## src/utf16be_to_utf8_encoder_macros.svh

```systemverilog
// Assertion macros shared by the UTF-16 to UTF-8 encoder RTL.
`ifndef UTF16BE_TO_UTF8_ENCODER_MACROS_SVH
`define UTF16BE_TO_UTF8_ENCODER_MACROS_SVH

// Same-cycle implication, checked on every rising edge outside reset.
`define U16U8_ASSERT_NOW(label, ante, cons, msg) \
    label: assert property (@(posedge clk) disable iff (!rst_n) (ante) |-> (cons)) \
        else $error(msg);

// Next-cycle implication, checked on every rising edge outside reset.
`define U16U8_ASSERT_NEXT(label, ante, cons, msg) \
    label: assert property (@(posedge clk) disable iff (!rst_n) (ante) |=> (cons)) \
        else $error(msg);

`endif

```

## src/u16u8_pkg.sv

```systemverilog
// Types and constants for the UTF-16 to UTF-8 encoder.
package u16u8_pkg;

    localparam int UNIT_W    = 16;
    localparam int BYTE_W    = 8;
    localparam int MAX_BYTES = 6;
    localparam int CNT_W     = 3;

    // Upper six bits of a code unit that mark a surrogate
    localparam logic [5:0] SURR_HI_TAG = 6'b110110;
    localparam logic [5:0] SURR_LO_TAG = 6'b110111;

    localparam logic [7:0] LEAD2_MARK = 8'hC0;
    localparam logic [7:0] LEAD3_MARK = 8'hE0;
    localparam logic [7:0] LEAD4_MARK = 8'hF0;
    localparam logic [7:0] CONT_MARK  = 8'h80;
    localparam logic [3:0] SURR_NIBBLE = 4'hD;

    // Element 0 is the first byte on the wire
    typedef logic [MAX_BYTES-1:0][BYTE_W-1:0] byte_buf_t;
    typedef logic [2:0][BYTE_W-1:0]           unit_bytes_t;

endpackage

```

## src/utf16be_to_utf8_encoder.sv

```systemverilog
// Top level of the UTF-16 to UTF-8 encoder.
`include "utf16be_to_utf8_encoder_macros.svh"

// UTF-16 code units in on s_*, UTF-8 bytes out on m_*, one byte per transfer.
// A unit is encoded in the cycle it is accepted into a six-byte holding buffer,
// which feeds the output register one byte per cycle unless the output stalls. A
// BMP unit yields one to three bytes, a surrogate pair four (charged to the
// low unit); a held high surrogate yields none and adds three more bytes when
// it is flushed. The next unit is accepted in the same cycle the last buffered
// byte moves to the output register, so there is no gap between units; the
// first byte of a unit goes through the holding buffer and then the output
// register before it appears on m_tdata.
// m_tlast marks the last byte of each input unit, m_tuser marks the NUL byte
// that ends a string. A zero unit flushes any held surrogate first.
module utf16be_to_utf8_encoder (
    input  logic                                 clk,
    input  logic                                 rst_n,
    input  logic                                 s_tvalid,
    output logic                                 s_tready,
    input  logic [u16u8_pkg::UNIT_W-1:0]         s_tdata,   // [15:0] code_unit
    output logic                                 m_tvalid,
    input  logic                                 m_tready,
    output logic [u16u8_pkg::BYTE_W-1:0]         m_tdata,   // [7:0] out_byte
    output logic                                 m_tlast,   // run_last
    output logic                                 m_tuser    // [0] string_end
);
    import u16u8_pkg::*;

    logic [9:0]       held_reg;
    logic [9:0]       held_next;
    logic             held_valid_reg;
    logic             held_valid_next;
    byte_buf_t        buf_reg;
    byte_buf_t        buf_next;
    logic [CNT_W-1:0] cnt_reg;
    logic [CNT_W-1:0] cnt_next;
    logic             end_reg;
    logic             end_next;
    logic             m_tvalid_reg;
    logic             m_tvalid_next;
    logic [BYTE_W-1:0] m_tdata_reg;
    logic             m_tlast_reg;
    logic             m_tuser_reg;

    logic             s_xfer;
    logic             out_free;
    logic             out_load;
    logic             is_hi;
    logic             is_lo;
    logic             pair;
    logic             flush;
    logic [10:0]      plane_bits;
    logic [15:0]      held_unit;
    unit_bytes_t      cur_bytes;
    logic [CNT_W-1:0] cur_cnt;
    byte_buf_t        enc_bytes;
    logic [CNT_W-1:0] enc_cnt;

    assign out_free = !m_tvalid_reg || m_tready;
    assign out_load = out_free && (cnt_reg != '0);
    // Take a new unit when the buffer is empty or drains this cycle
    assign s_tready = (cnt_reg == '0) || ((cnt_reg == CNT_W'(1)) && out_load);
    assign s_xfer   = s_tvalid && s_tready;

    assign is_hi = (s_tdata[15:10] == SURR_HI_TAG);
    assign is_lo = (s_tdata[15:10] == SURR_LO_TAG);
    assign pair  = held_valid_reg && is_lo;
    assign flush = held_valid_reg && !is_lo;

    // Bits 20..10 of the supplementary code point
    assign plane_bits = {1'b0, held_reg} + 11'h040;
    assign held_unit  = {SURR_HI_TAG, held_reg};

    // Encoding of the current unit on its own
    always_comb
    begin
        cur_bytes = '0;
        cur_cnt   = '0;
        if (s_tdata == '0)
        begin
            cur_cnt = CNT_W'(1);
        end
        else if (s_tdata[15:7] == '0)
        begin
            cur_bytes[0] = s_tdata[7:0];
            cur_cnt      = CNT_W'(1);
        end
        else if (s_tdata[15:11] == '0)
        begin
            cur_bytes[0] = LEAD2_MARK | {3'b000, s_tdata[10:6]};
            cur_bytes[1] = CONT_MARK  | {2'b00, s_tdata[5:0]};
            cur_cnt      = CNT_W'(2);
        end
        else if (is_hi)
        begin
            cur_cnt = '0;
        end
        else
        begin
            cur_bytes[0] = LEAD3_MARK | {4'h0, s_tdata[15:12]};
            cur_bytes[1] = CONT_MARK  | {2'b00, s_tdata[11:6]};
            cur_bytes[2] = CONT_MARK  | {2'b00, s_tdata[5:0]};
            cur_cnt      = CNT_W'(3);
        end
    end

    // Full byte sequence caused by the unit, flushed surrogate first
    always_comb
    begin
        enc_bytes = '0;
        enc_cnt   = cur_cnt;
        if (pair)
        begin
            enc_bytes[0] = LEAD4_MARK | {5'b00000, plane_bits[10:8]};
            enc_bytes[1] = CONT_MARK  | {2'b00, plane_bits[7:2]};
            enc_bytes[2] = CONT_MARK  | {2'b00, plane_bits[1:0], s_tdata[9:6]};
            enc_bytes[3] = CONT_MARK  | {2'b00, s_tdata[5:0]};
            enc_cnt      = CNT_W'(4);
        end
        else if (flush)
        begin
            enc_bytes[0] = LEAD3_MARK | {4'h0, SURR_NIBBLE};
            enc_bytes[1] = CONT_MARK  | {2'b00, held_unit[11:6]};
            enc_bytes[2] = CONT_MARK  | {2'b00, held_unit[5:0]};
            enc_bytes[3] = cur_bytes[0];
            enc_bytes[4] = cur_bytes[1];
            enc_bytes[5] = cur_bytes[2];
            enc_cnt      = CNT_W'(cur_cnt + CNT_W'(3));
        end
        else
        begin
            enc_bytes[0] = cur_bytes[0];
            enc_bytes[1] = cur_bytes[1];
            enc_bytes[2] = cur_bytes[2];
        end
    end

    always_comb
    begin
        held_next       = held_reg;
        held_valid_next = held_valid_reg;
        buf_next        = buf_reg;
        cnt_next        = cnt_reg;
        end_next        = end_reg;
        m_tvalid_next   = m_tvalid_reg;

        if (out_load)
        begin
            // Advance the buffer by one byte
            buf_next      = {{BYTE_W{1'b0}}, buf_reg[MAX_BYTES-1:1]};
            cnt_next      = cnt_reg - CNT_W'(1);
            m_tvalid_next = 1'b1;
        end
        else if (m_tready)
        begin
            m_tvalid_next = 1'b0;
        end

        if (s_xfer)
        begin
            buf_next = enc_bytes;
            cnt_next = enc_cnt;
            end_next = (s_tdata == '0);
            if (!pair && is_hi)
            begin
                held_next       = s_tdata[9:0];
                held_valid_next = 1'b1;
            end
            else
            begin
                held_next       = '0;
                held_valid_next = 1'b0;
            end
        end
    end

    always_ff @(posedge clk or negedge rst_n)
    begin
        if (!rst_n)
        begin
            held_reg       <= '0;
            held_valid_reg <= 1'b0;
            cnt_reg        <= '0;
            end_reg        <= 1'b0;
            m_tvalid_reg   <= 1'b0;
        end
        else
        begin
            held_reg       <= held_next;
            held_valid_reg <= held_valid_next;
            cnt_reg        <= cnt_next;
            end_reg        <= end_next;
            m_tvalid_reg   <= m_tvalid_next;
        end
    end

    always_ff @(posedge clk)
    begin
        buf_reg <= buf_next;
        if (out_load)
        begin
            m_tdata_reg <= buf_reg[0];
            m_tlast_reg <= (cnt_reg == CNT_W'(1));
            m_tuser_reg <= (cnt_reg == CNT_W'(1)) && end_reg;
        end
    end

    assign m_tvalid = m_tvalid_reg;
    assign m_tdata  = m_tdata_reg;
    assign m_tlast  = m_tlast_reg;
    assign m_tuser  = m_tuser_reg;

    `U16U8_ASSERT_NOW(a_ready_drained, s_tready, cnt_reg <= CNT_W'(1), "input ready with bytes still buffered")
    `U16U8_ASSERT_NOW(a_end_is_last, m_tvalid && m_tuser, m_tlast, "string end not on last byte of unit")
    `U16U8_ASSERT_NEXT(a_pair_four, s_xfer && held_valid_reg && is_lo, (cnt_reg == CNT_W'(4)) && !held_valid_reg, "surrogate pair did not give four bytes")
    `U16U8_ASSERT_NEXT(a_zero_clears, s_xfer && (s_tdata == '0), !held_valid_reg && end_reg, "zero unit left a surrogate held")

endmodule

```

## config.mk

```make
export PLATFORM = sky130hd
export DESIGN_NAME = utf16be_to_utf8_encoder
export DESIGN_NICKNAME = d
export VERILOG_FILES = /design/src/u16u8_pkg.sv /design/src/utf16be_to_utf8_encoder.sv
export VERILOG_INCLUDE_DIRS = /design/src /design/src/src
export SDC_FILE = /design/constraint.sdc
export NUM_CORES = 1
export LEC_CHECK = 0
export BUFFER_PORTS_ARGS = -buffer_cell sky130_fd_sc_hd__clkbuf_2
export CORE_UTILIZATION = 51
export CTS_BUF_LIST = sky130_fd_sc_hd__clkbuf_8
export CTS_CLUSTER_DIAMETER = 40
export DETAILED_ROUTE_END_ITERATION = 8
export PLACE_DENSITY = 0.72
export SKIP_LAST_GASP = 1
export SYNTH_ARGS = -nofsm -noshare
export SYNTH_HDL_FRONTEND = slang
export SYNTH_SLANG_ARGS = --single-unit
```

## constraint.sdc

```tcl
create_clock -name clk -period 4.17 [get_ports clk]
set_input_delay 1.251 -clock clk [delete_from_list [all_inputs] [get_ports clk]]
set_output_delay 1.251 -clock clk [all_outputs]
set_load 0.1 [all_outputs]
```

# --- Word-level counts from Yosys, hierarchy flattened ---
# Index checks and enable logic that the tools add are counted.
op_classes:
  eq_ne: 3
  mux: 27
  n_reduce_logical: 19
  addsub: 3
ops:
  columns: ["operator", "count"]
  rows:
  - ["two-way mux 24 bit", 7]
  - ["two-way mux 48 bit", 2]
  - ["two-way mux 16 bit", 3]
  - ["two-way mux 32 bit", 1]
  - ["two-way mux 3 bit", 7]
  - ["logical NOT 16 bit", 1]
  - ["two-way mux 8 bit", 2]
  - ["equality test 6 bit (second input constant)", 2]
  - ["adder 10 x 7 -> 11 bit (second input constant)", 1]
  - ["two-way mux 10 bit", 1]
  - ["logical NOT 9 bit", 1]
  - ["logical AND 1 bit", 7]
  - ["logical NOT 5 bit", 1]
  - ["nonzero test 2 bit", 2]
  - ["adder 3 x 2 -> 3 bit (second input constant)", 1]
  - ["equality test 3 x 1 -> 1 bit (second input constant)", 1]
  - ["logical NOT 1 bit", 3]
  - ["logical NOT 3 bit", 1]
  - ["two-way mux 1 bit", 3]
  - ["nonzero test 3 bit", 1]
  - ["subtractor 3 x 1 -> 3 bit (second input constant)", 1]
  - ["logical OR 1 bit", 2]
  - ["two-way mux 2 bit", 1]
word_totals:
  register_bits: 74
  input_bits: 20
  out_inout_bits: 12
  elab_cells: 66

# --- Longest topological paths before layout ---
# Gate-level depths: netlist of run 1.
logic_depth:
  depth_word: 11
  mapped_depth: 10
  depth_no_buf: 8

# --- Worst setup path after synthesis of run 1 ---
# No wires, ideal clock.
synth_timing:
  path_type: "input port to flip-flop"
  startpoint: "input port m_tready"
  endpoint: "register buf_reg[0] (netlist bit) (enable)"
  path_buffers: 0
  path_stages: 2
  setup_time_ns: 0.513
  t_arrival_ns: 4.585
  path_slack_ns: -0.928
  t_required_ns: 3.657
  path_cell_list: "nor2b_1 > o21ai_0"
synth_between:
  elab_chain_cells: 6
synth_lines:
  columns: ["item", "line_no", "text"]
  rows:
  - ["start: declaration", "utf16be_to_utf8_encoder.sv:22", "input logic m_tready,"]
  - ["logical OR 1 bit *", "utf16be_to_utf8_encoder.sv:59", "assign out_free = !m_tvalid_reg || m_tready;"]
  - ["logical AND 1 bit *", "utf16be_to_utf8_encoder.sv:60", "assign out_load = out_free && (cnt_reg != '0);"]
  - ["logical AND 1 bit", "utf16be_to_utf8_encoder.sv:62", "assign s_tready = (cnt_reg == '0) || ((cnt_reg == CNT_W'(1)) && out_load);"]
  - ["logical OR 1 bit", "utf16be_to_utf8_encoder.sv:62", null]
  - ["logical AND 1 bit", "utf16be_to_utf8_encoder.sv:63", "assign s_xfer = s_tvalid && s_tready;"]
  - ["nonzero test 2 bit (no line) *", null, null]
  - ["end signal: assignment", "utf16be_to_utf8_encoder.sv:199", "buf_reg <= buf_next;"]
  - ["end: declaration", "utf16be_to_utf8_encoder.sv:33", "byte_buf_t buf_reg;"]
# Every way passes the cells marked *; elsewhere a longest branch is shown, timed or not.
# A chain may end at the register's enable or synchronous reset.

# --- Final worst setup path of run 1 ---
layout_timing:
  startpoint: "input port m_tready"
  endpoint: "output port s_tready"
layout_between:
  elab_chain_cells: 4
layout_lines:
  columns: ["item", "line_no", "text"]
  rows:
  - ["logical OR 1 bit", "utf16be_to_utf8_encoder.sv:59", null]
  - ["logical AND 1 bit", "utf16be_to_utf8_encoder.sv:60", null]
  - ["logical AND 1 bit", "utf16be_to_utf8_encoder.sv:62", null]
  - ["logical OR 1 bit", "utf16be_to_utf8_encoder.sv:62", null]
  - ["end: declaration", "utf16be_to_utf8_encoder.sv:19", "output logic s_tready,"]
# Every way passes these cells.

==> results of run 1 <==
## worst reg2reg max path, delay by kind of cell, from the launching register on
family	cells	cell delay, ns
AND/OR/NAND/NOR	2	0.55
buffers and inverters	4	0.94
adder cells (fa/ha/maj)	1	0.21
AO/OA/AOI/OAI	2	0.50
flip-flops	1	0.41
## cell families (layout without fill, tap and decap cells)
family                     Yosys count  in the layout  synth area share (%)
buffers and inverters               35             70                 3.699
xor gates and xnor gates             2              2                0.4624
DFF                                 72             72                 54.95
muxes                                3              3                0.8586
adders and majority gates            5              5                 1.651
AOI/OAI and AO/OA                  134            134                 23.94
and+or+nand+nor                    101            101                 14.43
## cells in the final DEF, fill, tap and decap left out, types with 3 or more instances in the layout
| master | Yosys | routed |
|---|---|---|
| a31oi_1 | 14 | 14 |
| o2111ai_1 | 4 | 4 |
| o211ai_1 | 3 | 3 |
| o21ai_0 | 37 | 36 |
| a21oi_1 | 21 | 21 |
| buf_4 | 0 | 15 |
| a221o_1 | 4 | 4 |
| nand3_1 | 18 | 18 |
| inv_1 | 7 | 7 |
| and2_1 | 10 | 10 |
| ha_1 | 5 | 5 |
| o2bb2ai_1 | 9 | 9 |
| nor4_1 | 3 | 3 |
| dfrtp_1 | 16 | 16 |
| edfxtp_1 | 56 | 56 |
| inv_6 | 0 | 3 |
| nand4_1 | 3 | 3 |
| a22o_1 | 9 | 9 |
| a311oi_1 | 4 | 4 |
| nand2b_1 | 3 | 3 |
| a211oi_1 | 3 | 3 |
| a22oi_1 | 7 | 7 |
| clkbuf_8 | 0 | 9 |
| or4_1 | 4 | 4 |
| o22a_1 | 4 | 4 |
| nand2_1 | 20 | 20 |
| nor2b_1 | 4 | 4 |
| and3_1 | 9 | 9 |
| nor2_1 | 10 | 10 |
| nor3_1 | 10 | 10 |
| clkinvlp_4 | 0 | 3 |
| clkbuf_2 | 0 | 30 |
## through the flow
step / hold WS (ns) / setup WS [ns]
2_1_floorplan: 0.4003 / 0.1809
3_3_place_gp: 0.4012 / 0.6958
3_5_place_dp: 0.4071 / 0.5502
4_1_cts: 0.4276 / 0.7792
5_1_grt: 0.4345 / 0.6904
6_report: 0.4251 / 0.8005
## worst max path at each step
stage	startpoint	end	slack, ns
after floorplan	m_tready	s_tready	0.18
after global placement	s_tdata[7]	cnt_reg[1]$_DFFE_PN0P_	0.70
after detailed placement	s_tdata[7]	cnt_reg[1]$_DFFE_PN0P_	0.55
after CTS	m_tready	s_tready	0.78
after global routing	s_tdata[7]	cnt_reg[1]$_DFFE_PN0P_	0.69
final	m_tready	s_tready	0.80
## power groups by stage
stage	clock network (mW)	logic (mW)	registers (mW)
finish	0.581	1.12	1.26
global route	0.612	1.20	1.29
CTS	0.583	1.12	1.26
detailed placement	0	1.11	1.28
global placement	0	1.09	1.26
floorplan	0	0.561	1.55
## area by class of cell
| cell class | instances | area, um^2 |
|---|---|---|
| Fill cell | 624 | 2915 |
| Sequential cell | 72 | 2082 |
| Multi-Input combinational cell | 245 | 1578 |
| Timing Repair Buffer | 46 | 282.8 |
| Clock buffer | 9 | 123.9 |
| Tap cell | 99 | 123.9 |
| Clock inverter | 7 | 78.83 |
| Inverter | 8 | 30.03 |
## routing by layer
layer / share of wire, % / GRT usage [%]
met1: 43 / 40.17
met2: 45 / 41.68
met3: 9.6 / 5.372
met4: 2.7 / 10.26
met5: 0 / 0
==> impl_metrics.toml, run 1 <==
[power_and_ir_drop]
p_leak_nw = 1.576
power_frac_clock_pct = 19.6
power_mw = 2.960
power_frac_comb_pct = 37.9
p_seq_share_pct = 42.5
ir_worst_vdd_mv = 0.2352
swShare_pct = 40.13
internal_power_mw = 1.772
p_per_area_nw_per_um2 = 688.6
power_switching_mw = 1.188

[drt]
route.vias.total = 3261
drtPass1Iterations = 6
ant_nets = 0
route.detailed.drc = 0
wl_per_cell_um = 20.40
totalWireLength_um = 9916
drt-initial-drc-count = 387
via_per_inst = 6.710

[clocking]
clock-sinks = 72
clk_latency_ns = 0.35
cts_htree_levels = 3
cts_setup_buffers = 0
cts.reportedPaths.clkPinSlew_ns = 0.09
cts_tree = "yes"
cts_resized = 0
cts_root_buffer = "clkbuf_8"
ctsHoldBuffers = 0
clockBufferDepth = 2
cts_buffers = 9

[die]
dieArea_um2 = 7777
die_h_um = 88.19
initial_core_util_pct = 52.51
io_pins = 32
die_w_um = 88.19
rows = 31
core-area_um2 = 7214

[layout]
syn2layout_area_growth_pct = 13.47
layout-drive-gt1-share_pct = 17.57
largest_reg_flops = 46
final_nets = 407
fin_util_pct = 59.59
n_antenna_cell = 0
finalInstanceArea_um2 = 4299
final_cell_count_no_fill = 486

[sta]
finalSetupViolCount = 0
finalClockSkew_ns = 0.008676
hold_violations = 0
rsz0062_at_grt = "no"
slew_violations = 0
relSlewSlack_pct = 25.76
setup_tns_ns = 0
fin_crit_ns = 3.369
worst_slew_pin_slew_ns = 1.114
fin_crit_sh_pct = 80.80
fmax_mhz = 296.8

[synth]
ys_warn_count = 0
ys_async_sr_fraction_pct = 22.22
postSynthNetCount = 377
synthCells = 352
synth_edf_count = 56
synthesis.area_um2 = 3789
synth_area_leader_cell = "edfxtp_1"
synth_common_cells = "edfxtp_1 (56), o21ai_0 (37), clkbuf_1 (24)"
synth_cell_type_count = 55
avgSynthCellArea_um2 = 10.76
ys_seq_elements = 72
seq_area_frac_synth_pct = 54.95
synth_area_leaders = "edfxtp_1 (44%), dfrtp_1 (11%), o21ai_0 (4.9%), a21oi_1 (2.8%), nand3_1 (2.4%)"
synth_top_area_share_pct = 44.39
synth_most_common_cell = "edfxtp_1"
synth_ff_type = "edfxtp_1"

[worst_setup_path]
cp.depth = 5
path_max_fanout = 5
critPathMaxStageDelay_ns = 0.26
r2r_slack_ns = 1.24
worstPathRequired_ns = 2.92
cp_top_family = "buffers and inverters"
r2r-end = "buf_reg[19]$_DFFE_PP_"
worstSetupEndpointType = "output port"
arrival_ns = 2.12
crit_type = "in2out"
crit_buf_inv = 3
critPathLaunchType = "input pin"
r2r_start = "cnt_reg[0]$_DFFE_PN0P_"
critical-path-slowest-cell = "a21oi_1"
path_cells = "clkbuf_2, nand2b_1, a21oi_1, inv_1, buf_12"
rr_worst_depth = 9

[place]
dp.cells = 470
dp.final_hpwl_um = 6629
placed_area_um2 = 4096
place_congestion = 1.032
io_buffers = 31

[global_routing]
grt_pass1_vias = 2942
gr-usage-all-layers_pct = 27.83
gr-total-overflow = 0
antenna_found_initial = 0
grt_max_degree = 33
grt_pass1_wl_um = 15880

[worst_hold_path]
hold_depth = 0
min_from = "buf_reg[6]$_DFFE_PP_"
min_path_type = "reg2reg"
hold_end = "m_tdata[6]$_DFFE_PP_"

[run]
maxCapViolations = 0

[outcome]
outcome = "finished, final reports clean"
Note: power is estimated with default switching activity, not from simulation.
==> run 2, diff against run 1 <==
Settings changed: ABC_AREA from default to 1, PLACE_DENSITY 0.72 to 0.73.
Clock period 4.17 ns to 2.76 ns, I/O delays scaled along.
==> impl_metrics.toml, run 2 <==
[clocking]
cts_tree = "yes"
cts_root_buffer = "clkbuf_8"
ctsHoldBuffers = 0
clock-sinks = 72
cts_htree_levels = 3
cts_resized = 0
cts_setup_buffers = 0
clk_latency_ns = 0.35
cts_buffers = 9
cts.reportedPaths.clkPinSlew_ns = 0.07
clockBufferDepth = 2

[synth]
ys_async_sr_fraction_pct = 22.22
synth_top_area_share_pct = 45.44
synthesis.area_um2 = 3701
synth_common_cells = "nand2_1 (113), edfxtp_1 (56), inv_1 (40)"
synth_edf_count = 56
ys_warn_count = 0
avgSynthCellArea_um2 = 9.441
synth_area_leaders = "edfxtp_1 (45%), nand2_1 (11%), dfrtp_1 (11%), nand3_1 (5.1%), inv_1 (4.1%)"
synth_most_common_cell = "nand2_1"
synth_cell_type_count = 33
postSynthNetCount = 417
seq_area_frac_synth_pct = 56.25
synth_area_leader_cell = "edfxtp_1"
ys_seq_elements = 72
synth_ff_type = "edfxtp_1"
synthCells = 392

[drt]
via_per_inst = 5.451
route.met2.wl_um = 4183
drt-initial-drc-count = 236
route.detailed.drc = 0
wl_met1_um = 3906
wl_per_cell_um = 16.62
route.vias.total = 2900
drtPass1Iterations = 5
ant_nets = 0
totalWireLength_um = 8840
top_layer_used = "met4"
wl_met3_um = 614

[worst_setup_path]
critical-path-slowest-cell = "dfrtp_1"
worstPathRequired_ns = 1.93
critPathLaunchType = "flop"
arrival_ns = 1.51
path_max_fanout = 3
worstSetupEndpointType = "output port"
path_common_cell = "inv_1"
cp_top_family = "flip-flops"
path_cells = "inv_1, ha_1, inv_1, nor2_2, nand2_2, nand2_4, buf_12"
critPathMaxStageDelay_ns = 0.39
crit_buf_inv = 3
crit_type = "reg2out"

[sta]
fmax_mhz = 427.8
relSlewSlack_pct = 64.01
finalSetupViolCount = 0
slew_violations = 0
fin_crit_sh_pct = 84.69
rsz0062_at_grt = "no"
finalClockSkew_ns = 0.006299
fin_crit_ns = 2.337
worst_slew_pin_slew_ns = 0.5421
hold_violations = 0
setup_tns_ns = 0

[layout]
fill_cells = 627
n_antenna_cell = 0
largest_reg_flops = 46
final_nets = 456
fin_util_pct = 60.22
final_cell_count_no_fill = 532
final_cell_mix = "nand2_1 (112), edfxtp_1 (56), inv_1 (40)"
final_common_cell = "nand2_1"
syn2layout_area_growth_pct = 12.37
layout-drive-gt1-share_pct = 17.43

[place]
io_buffers = 31
place_congestion = 0.9066
dp.final_hpwl_um = 6251
dp.cells = 516

[die]
core-area_um2 = 6907
rows = 30
die_h_um = 87.19
initial_core_util_pct = 53.59
dieArea_um2 = 7601
die_w_um = 87.19
io_pins = 32

[global_routing]
grt_pass1_wl_um = 14060
grt_pass1_vias = 2834
grt_max_degree = 49
antenna_found_initial = 0
gr-total-overflow = 0
gr-usage-all-layers_pct = 25.20

[power_and_ir_drop]
ir_worst_vdd_mv = 0.4565
p_leak_nw = 1.863
power_mw = 4.559
p_per_area_nw_per_um2 = 1096

[run]
maxCapViolations = 0

[worst_hold_path]
min_path_type = "reg2reg"

[outcome]
outcome = "finished, final reports clean"
[run 2: cell count changes in the layout (fill, tap and decap cells not counted), sizes merged, moves of 9 or more]
cell     previous run  this run
o22ai               1        10
nor3               10         0
nand3              18        40
inv                10        41
nor2               10        34
a31oi              14         0
and2               10         0
nand2              20       122
a21oi              21        10
o21ai              37        25
o2bb2ai             9         0
a22o                9         0
[run 2: worst register-to-register path, stage by stage (launching register included)]
cell and delay (ns):
dfrtp_1 0.39, inv_1 0.10, ha_1 0.17, inv_1 0.05, nor2_2 0.10, nand2_2 0.07, nand2_4 0.10, nand2_8 0.15
buf_4 0.27, nand2_1 0.07, a21boi_1 0.19, nand3_1 0.10
[run 2: cells by family (layout without fill, tap and decap cells)]
| family | count (synthesis) | in the layout | synth area share [%] |
|---|---|---|---|
| AND/OR/NAND/NOR | 199 | 199 | 24.85 |
| flip-flops | 72 | 72 | 56.25 |
| AO/OA/AOI/OAI | 59 | 59 | 9.499 |
| buffers and inverters | 54 | 98 | 6.997 |
| adder cells (fa/ha/maj) | 5 | 5 | 1.690 |
| XOR/XNOR | 3 | 3 | 0.7101 |
[run 2: routing by layer]
metal	track usage (%)	vias up
li1	-	1395
met1	34.16	1361
met2	40.73	131
met3	5.592	13
met4	7.601	0
met5	0	-
[run 2: area by class of cell]
type,count,area (um^2),area share [%]
multi-input cells,266,1363,32.76
flip-flops and latches,72,2082,50.06
repair buffers,40,250.2,6.017
inverters,42,157.7,3.791
clock buffers,9,123.9,2.978
well taps,96,120.1,2.888
clock inverters,7,62.56,1.504
[run 2: final timing paths]
| check | start | endpoint | slack, ns | depth (start not counted) |
|---|---|---|---|---|
| worst max-delay path | cnt_reg[1]$_DFFE_PN0P_ | s_tready | 0.42 | 7 |
| worst min-delay path | buf_reg[4]$_DFFE_PP_ | m_tdata[4]$_DFFE_PP_ | 0.42 | 0 |
| worst max register to register | cnt_reg[1]$_DFFE_PN0P_ | buf_reg[10]$_DFFE_PP_ | 0.75 | 11 |
| worst min register to register | buf_reg[4]$_DFFE_PP_ | m_tdata[4]$_DFFE_PP_ | 0.42 | 0 |
| max in group asynchronous | rst_n | cnt_reg[1]$_DFFE_PN0P_ | 1.99 | 1 |
| min in group asynchronous | rst_n | cnt_reg[0]$_DFFE_PN0P_ | 0.43 | 1 |
[run 2: where the power goes]
part	leakage [nW]	switching [mW]	total, mW	internal (mW)
combinational	0.990	1.32	1.77	0.444
clock	0.0901	0.397	0.805	0.408
sequential	0.783	0.155	1.99	1.83
total	1.86	1.87	4.56	2.68
[run 2: through the flow]
step           worst slack (ns)  area, um^2  hold slack, ns
6_report                 0.4227        4159          0.4216
5_1_grt                  0.3111        4159          0.4268
4_1_cts                  0.3914        4159          0.4168
3_5_place_dp             0.2652        3973          0.4045
3_3_place_gp             0.3264        3973          0.4015
2_1_floorplan           0.09337        3704          0.4003
==> run 3, diff against run 2 <==
Clock period 2.76 ns to 2 ns, I/O delays scaled along.
==> impl_metrics.toml, run 3 (same netlist as run 2, synthesis figures left out) <==
[drt]
drt-initial-drc-count = 233
drtPass1Iterations = 5
route.vias.total = 3088
totalWireLength_um = 9273
ant_nets = 0
via_per_inst = 5.514
wl_per_cell_um = 16.56
route.detailed.drc = 0

[worst_setup_path]
worstSetupEndpointType = "output port"
critPathLaunchType = "flop"
path_max_fanout = 2
path_cells = "inv_2, ha_4, inv_2, nor2_4, nand2_2, nand2_4, buf_12"
path_common_cell = "inv_2"
critPathMaxStageDelay_ns = 0.39
crit_type = "reg2out"
worstPathRequired_ns = 1.40
arrival_ns = 1.41
critical-path-slowest-cell = "dfrtp_1"

[global_routing]
grt_pass1_vias = 2938
gr-total-overflow = 0
grt_pass1_wl_um = 14960
antenna_found_initial = 0
grt_max_degree = 49
gr-usage-all-layers_pct = 27.13

[clocking]
clock-sinks = 72
ctsHoldBuffers = 0
clk_latency_ns = 0.36
clockBufferDepth = 2
cts_htree_levels = 3
cts_root_buffer = "clkbuf_8"
cts_buffers = 9
cts_tree = "yes"
cts.reportedPaths.clkPinSlew_ns = 0.08

[worst_hold_path]
min_path_type = "in2async"

[sta]
holdWs_ns = 0.1825
worst_slew_pin_slew_ns = 0.5421
relSlewSlack_pct = 64.02
fin_crit_ns = 2.012
fin_crit_sh_pct = 100.6
rsz0062_at_grt = "yes"
fin_ws_ns = -0.01246
hold_violations = 0
slew_violations = 0
finalClockSkew_ns = 0.01106
finalSetupViolCount = 1
fmax_mhz = 496.9

[power_and_ir_drop]
p_leak_nw = 2.013
p_per_area_nw_per_um2 = 1465
ir_worst_vdd_mv = 0.6353

[outcome]
violations = "setup timing"
outcome = "complete, but fails checks"

[layout]
layout-drive-gt1-share_pct = 24.57
final_cell_count_no_fill = 560
final_cell_mix = "nand2_1 (111), edfxtp_1 (56), inv_1 (37), nand3_1 (37), buf_4 (36)"
fin_util_pct = 64.17
final_common_cell = "nand2_1"
n_antenna_cell = 0
syn2layout_area_growth_pct = 19.74
largest_reg_flops = 46
final_nets = 484

[place]
dp.cells = 539
dp.final_hpwl_um = 6607
io_buffers = 31
place_congestion = 0.8975

[run]
maxCapViolations = 0

[die]
initial_core_util_pct = 53.59
io_pins = 32
rows = 30
die_w_um = 87.19
die_h_um = 87.19
core-area_um2 = 6907
dieArea_um2 = 7601
## run 3: changes by cell type in the layout (fill, tap and decap cells not counted), sizes merged
cell	change
buf	+28
clkinvlp	-1
inv	+1
## run 3: per-stage QoR
stage                     setup WS (ns)  TNS (ns)  total power [mW]  area (um^2)
after floorplan                0.009789         0             4.703         3719
after CTS                      -0.06215  -0.06215             6.463         4394
after detailed placement        -0.1244    -1.389             5.260         4160
after global placement         -0.08586   -0.2714             5.172         4160
after global routing           -0.07176  -0.07176             6.833         4432
final                          -0.01246  -0.01246             6.492         4432
## run 3: cell type report
cell class | count | area (um^2)
timing repair buffer | 68 | 460.4
clock inverter | 7 | 70.07
fill | 592 | 2475
multi-input combinational | 266 | 1414
inverter | 42 | 160.2
sequential | 72 | 2083
tap | 96 | 120.1
clock buffer | 9 | 123.9
## run 3: timing repair
action                                 4_1_cts  5_1_grt
gates resized for setup                      7        5
buffers inserted                             2        3
endpoints found under the hold margin        0        0
pin swaps                                    3        5
setup endpoints to repair                   12       15
cloned                                       0        0
## run 3: per-layer routing
metal | track usage, % | part of all wire [%] | vias up
met3 | 4.265 | 6.0 | 20
met1 | 36.47 | 44 | 1477
met5 | 0 | 0 | -
met4 | 11.92 | 2.1 | 0
met2 | 43.74 | 48 | 134
li1 | - | - | 1457
## run 3: final timing paths
path | startpoint | endpoint | slack [ns] | cells past startpoint
worst min-delay path | rst_n | end_reg$_DFFE_PN0P_ | 0.18 | 1
max in group asynchronous | rst_n | m_tvalid$_DFFE_PN0P_ | 1.46 | 1
worst min register to register | buf_reg[4]$_DFFE_PP_ | m_tdata[4]$_DFFE_PP_ | 0.42 | 0
min in group clk | buf_reg[4]$_DFFE_PP_ | m_tdata[4]$_DFFE_PP_ | 0.42 | 0
worst max register to register | cnt_reg[1]$_DFFE_PN0P_ | buf_reg[1]$_DFFE_PP_ | 0.13 | 10
worst max-delay path | cnt_reg[1]$_DFFE_PN0P_ | s_tready | -0.01 | 7
## run 3: critical path: cells and delay by family (launching register included)
family        cells  cell delay [ns]
buf+inv           3             0.30
flops             1             0.39
simple gates      3             0.25
fa+ha+maj         1             0.13
## run 3: where the power goes
group	internal [mW]	switching [mW]
Sequential	2.53	0.235
Clock	0.575	0.575
Combinational	0.694	1.88
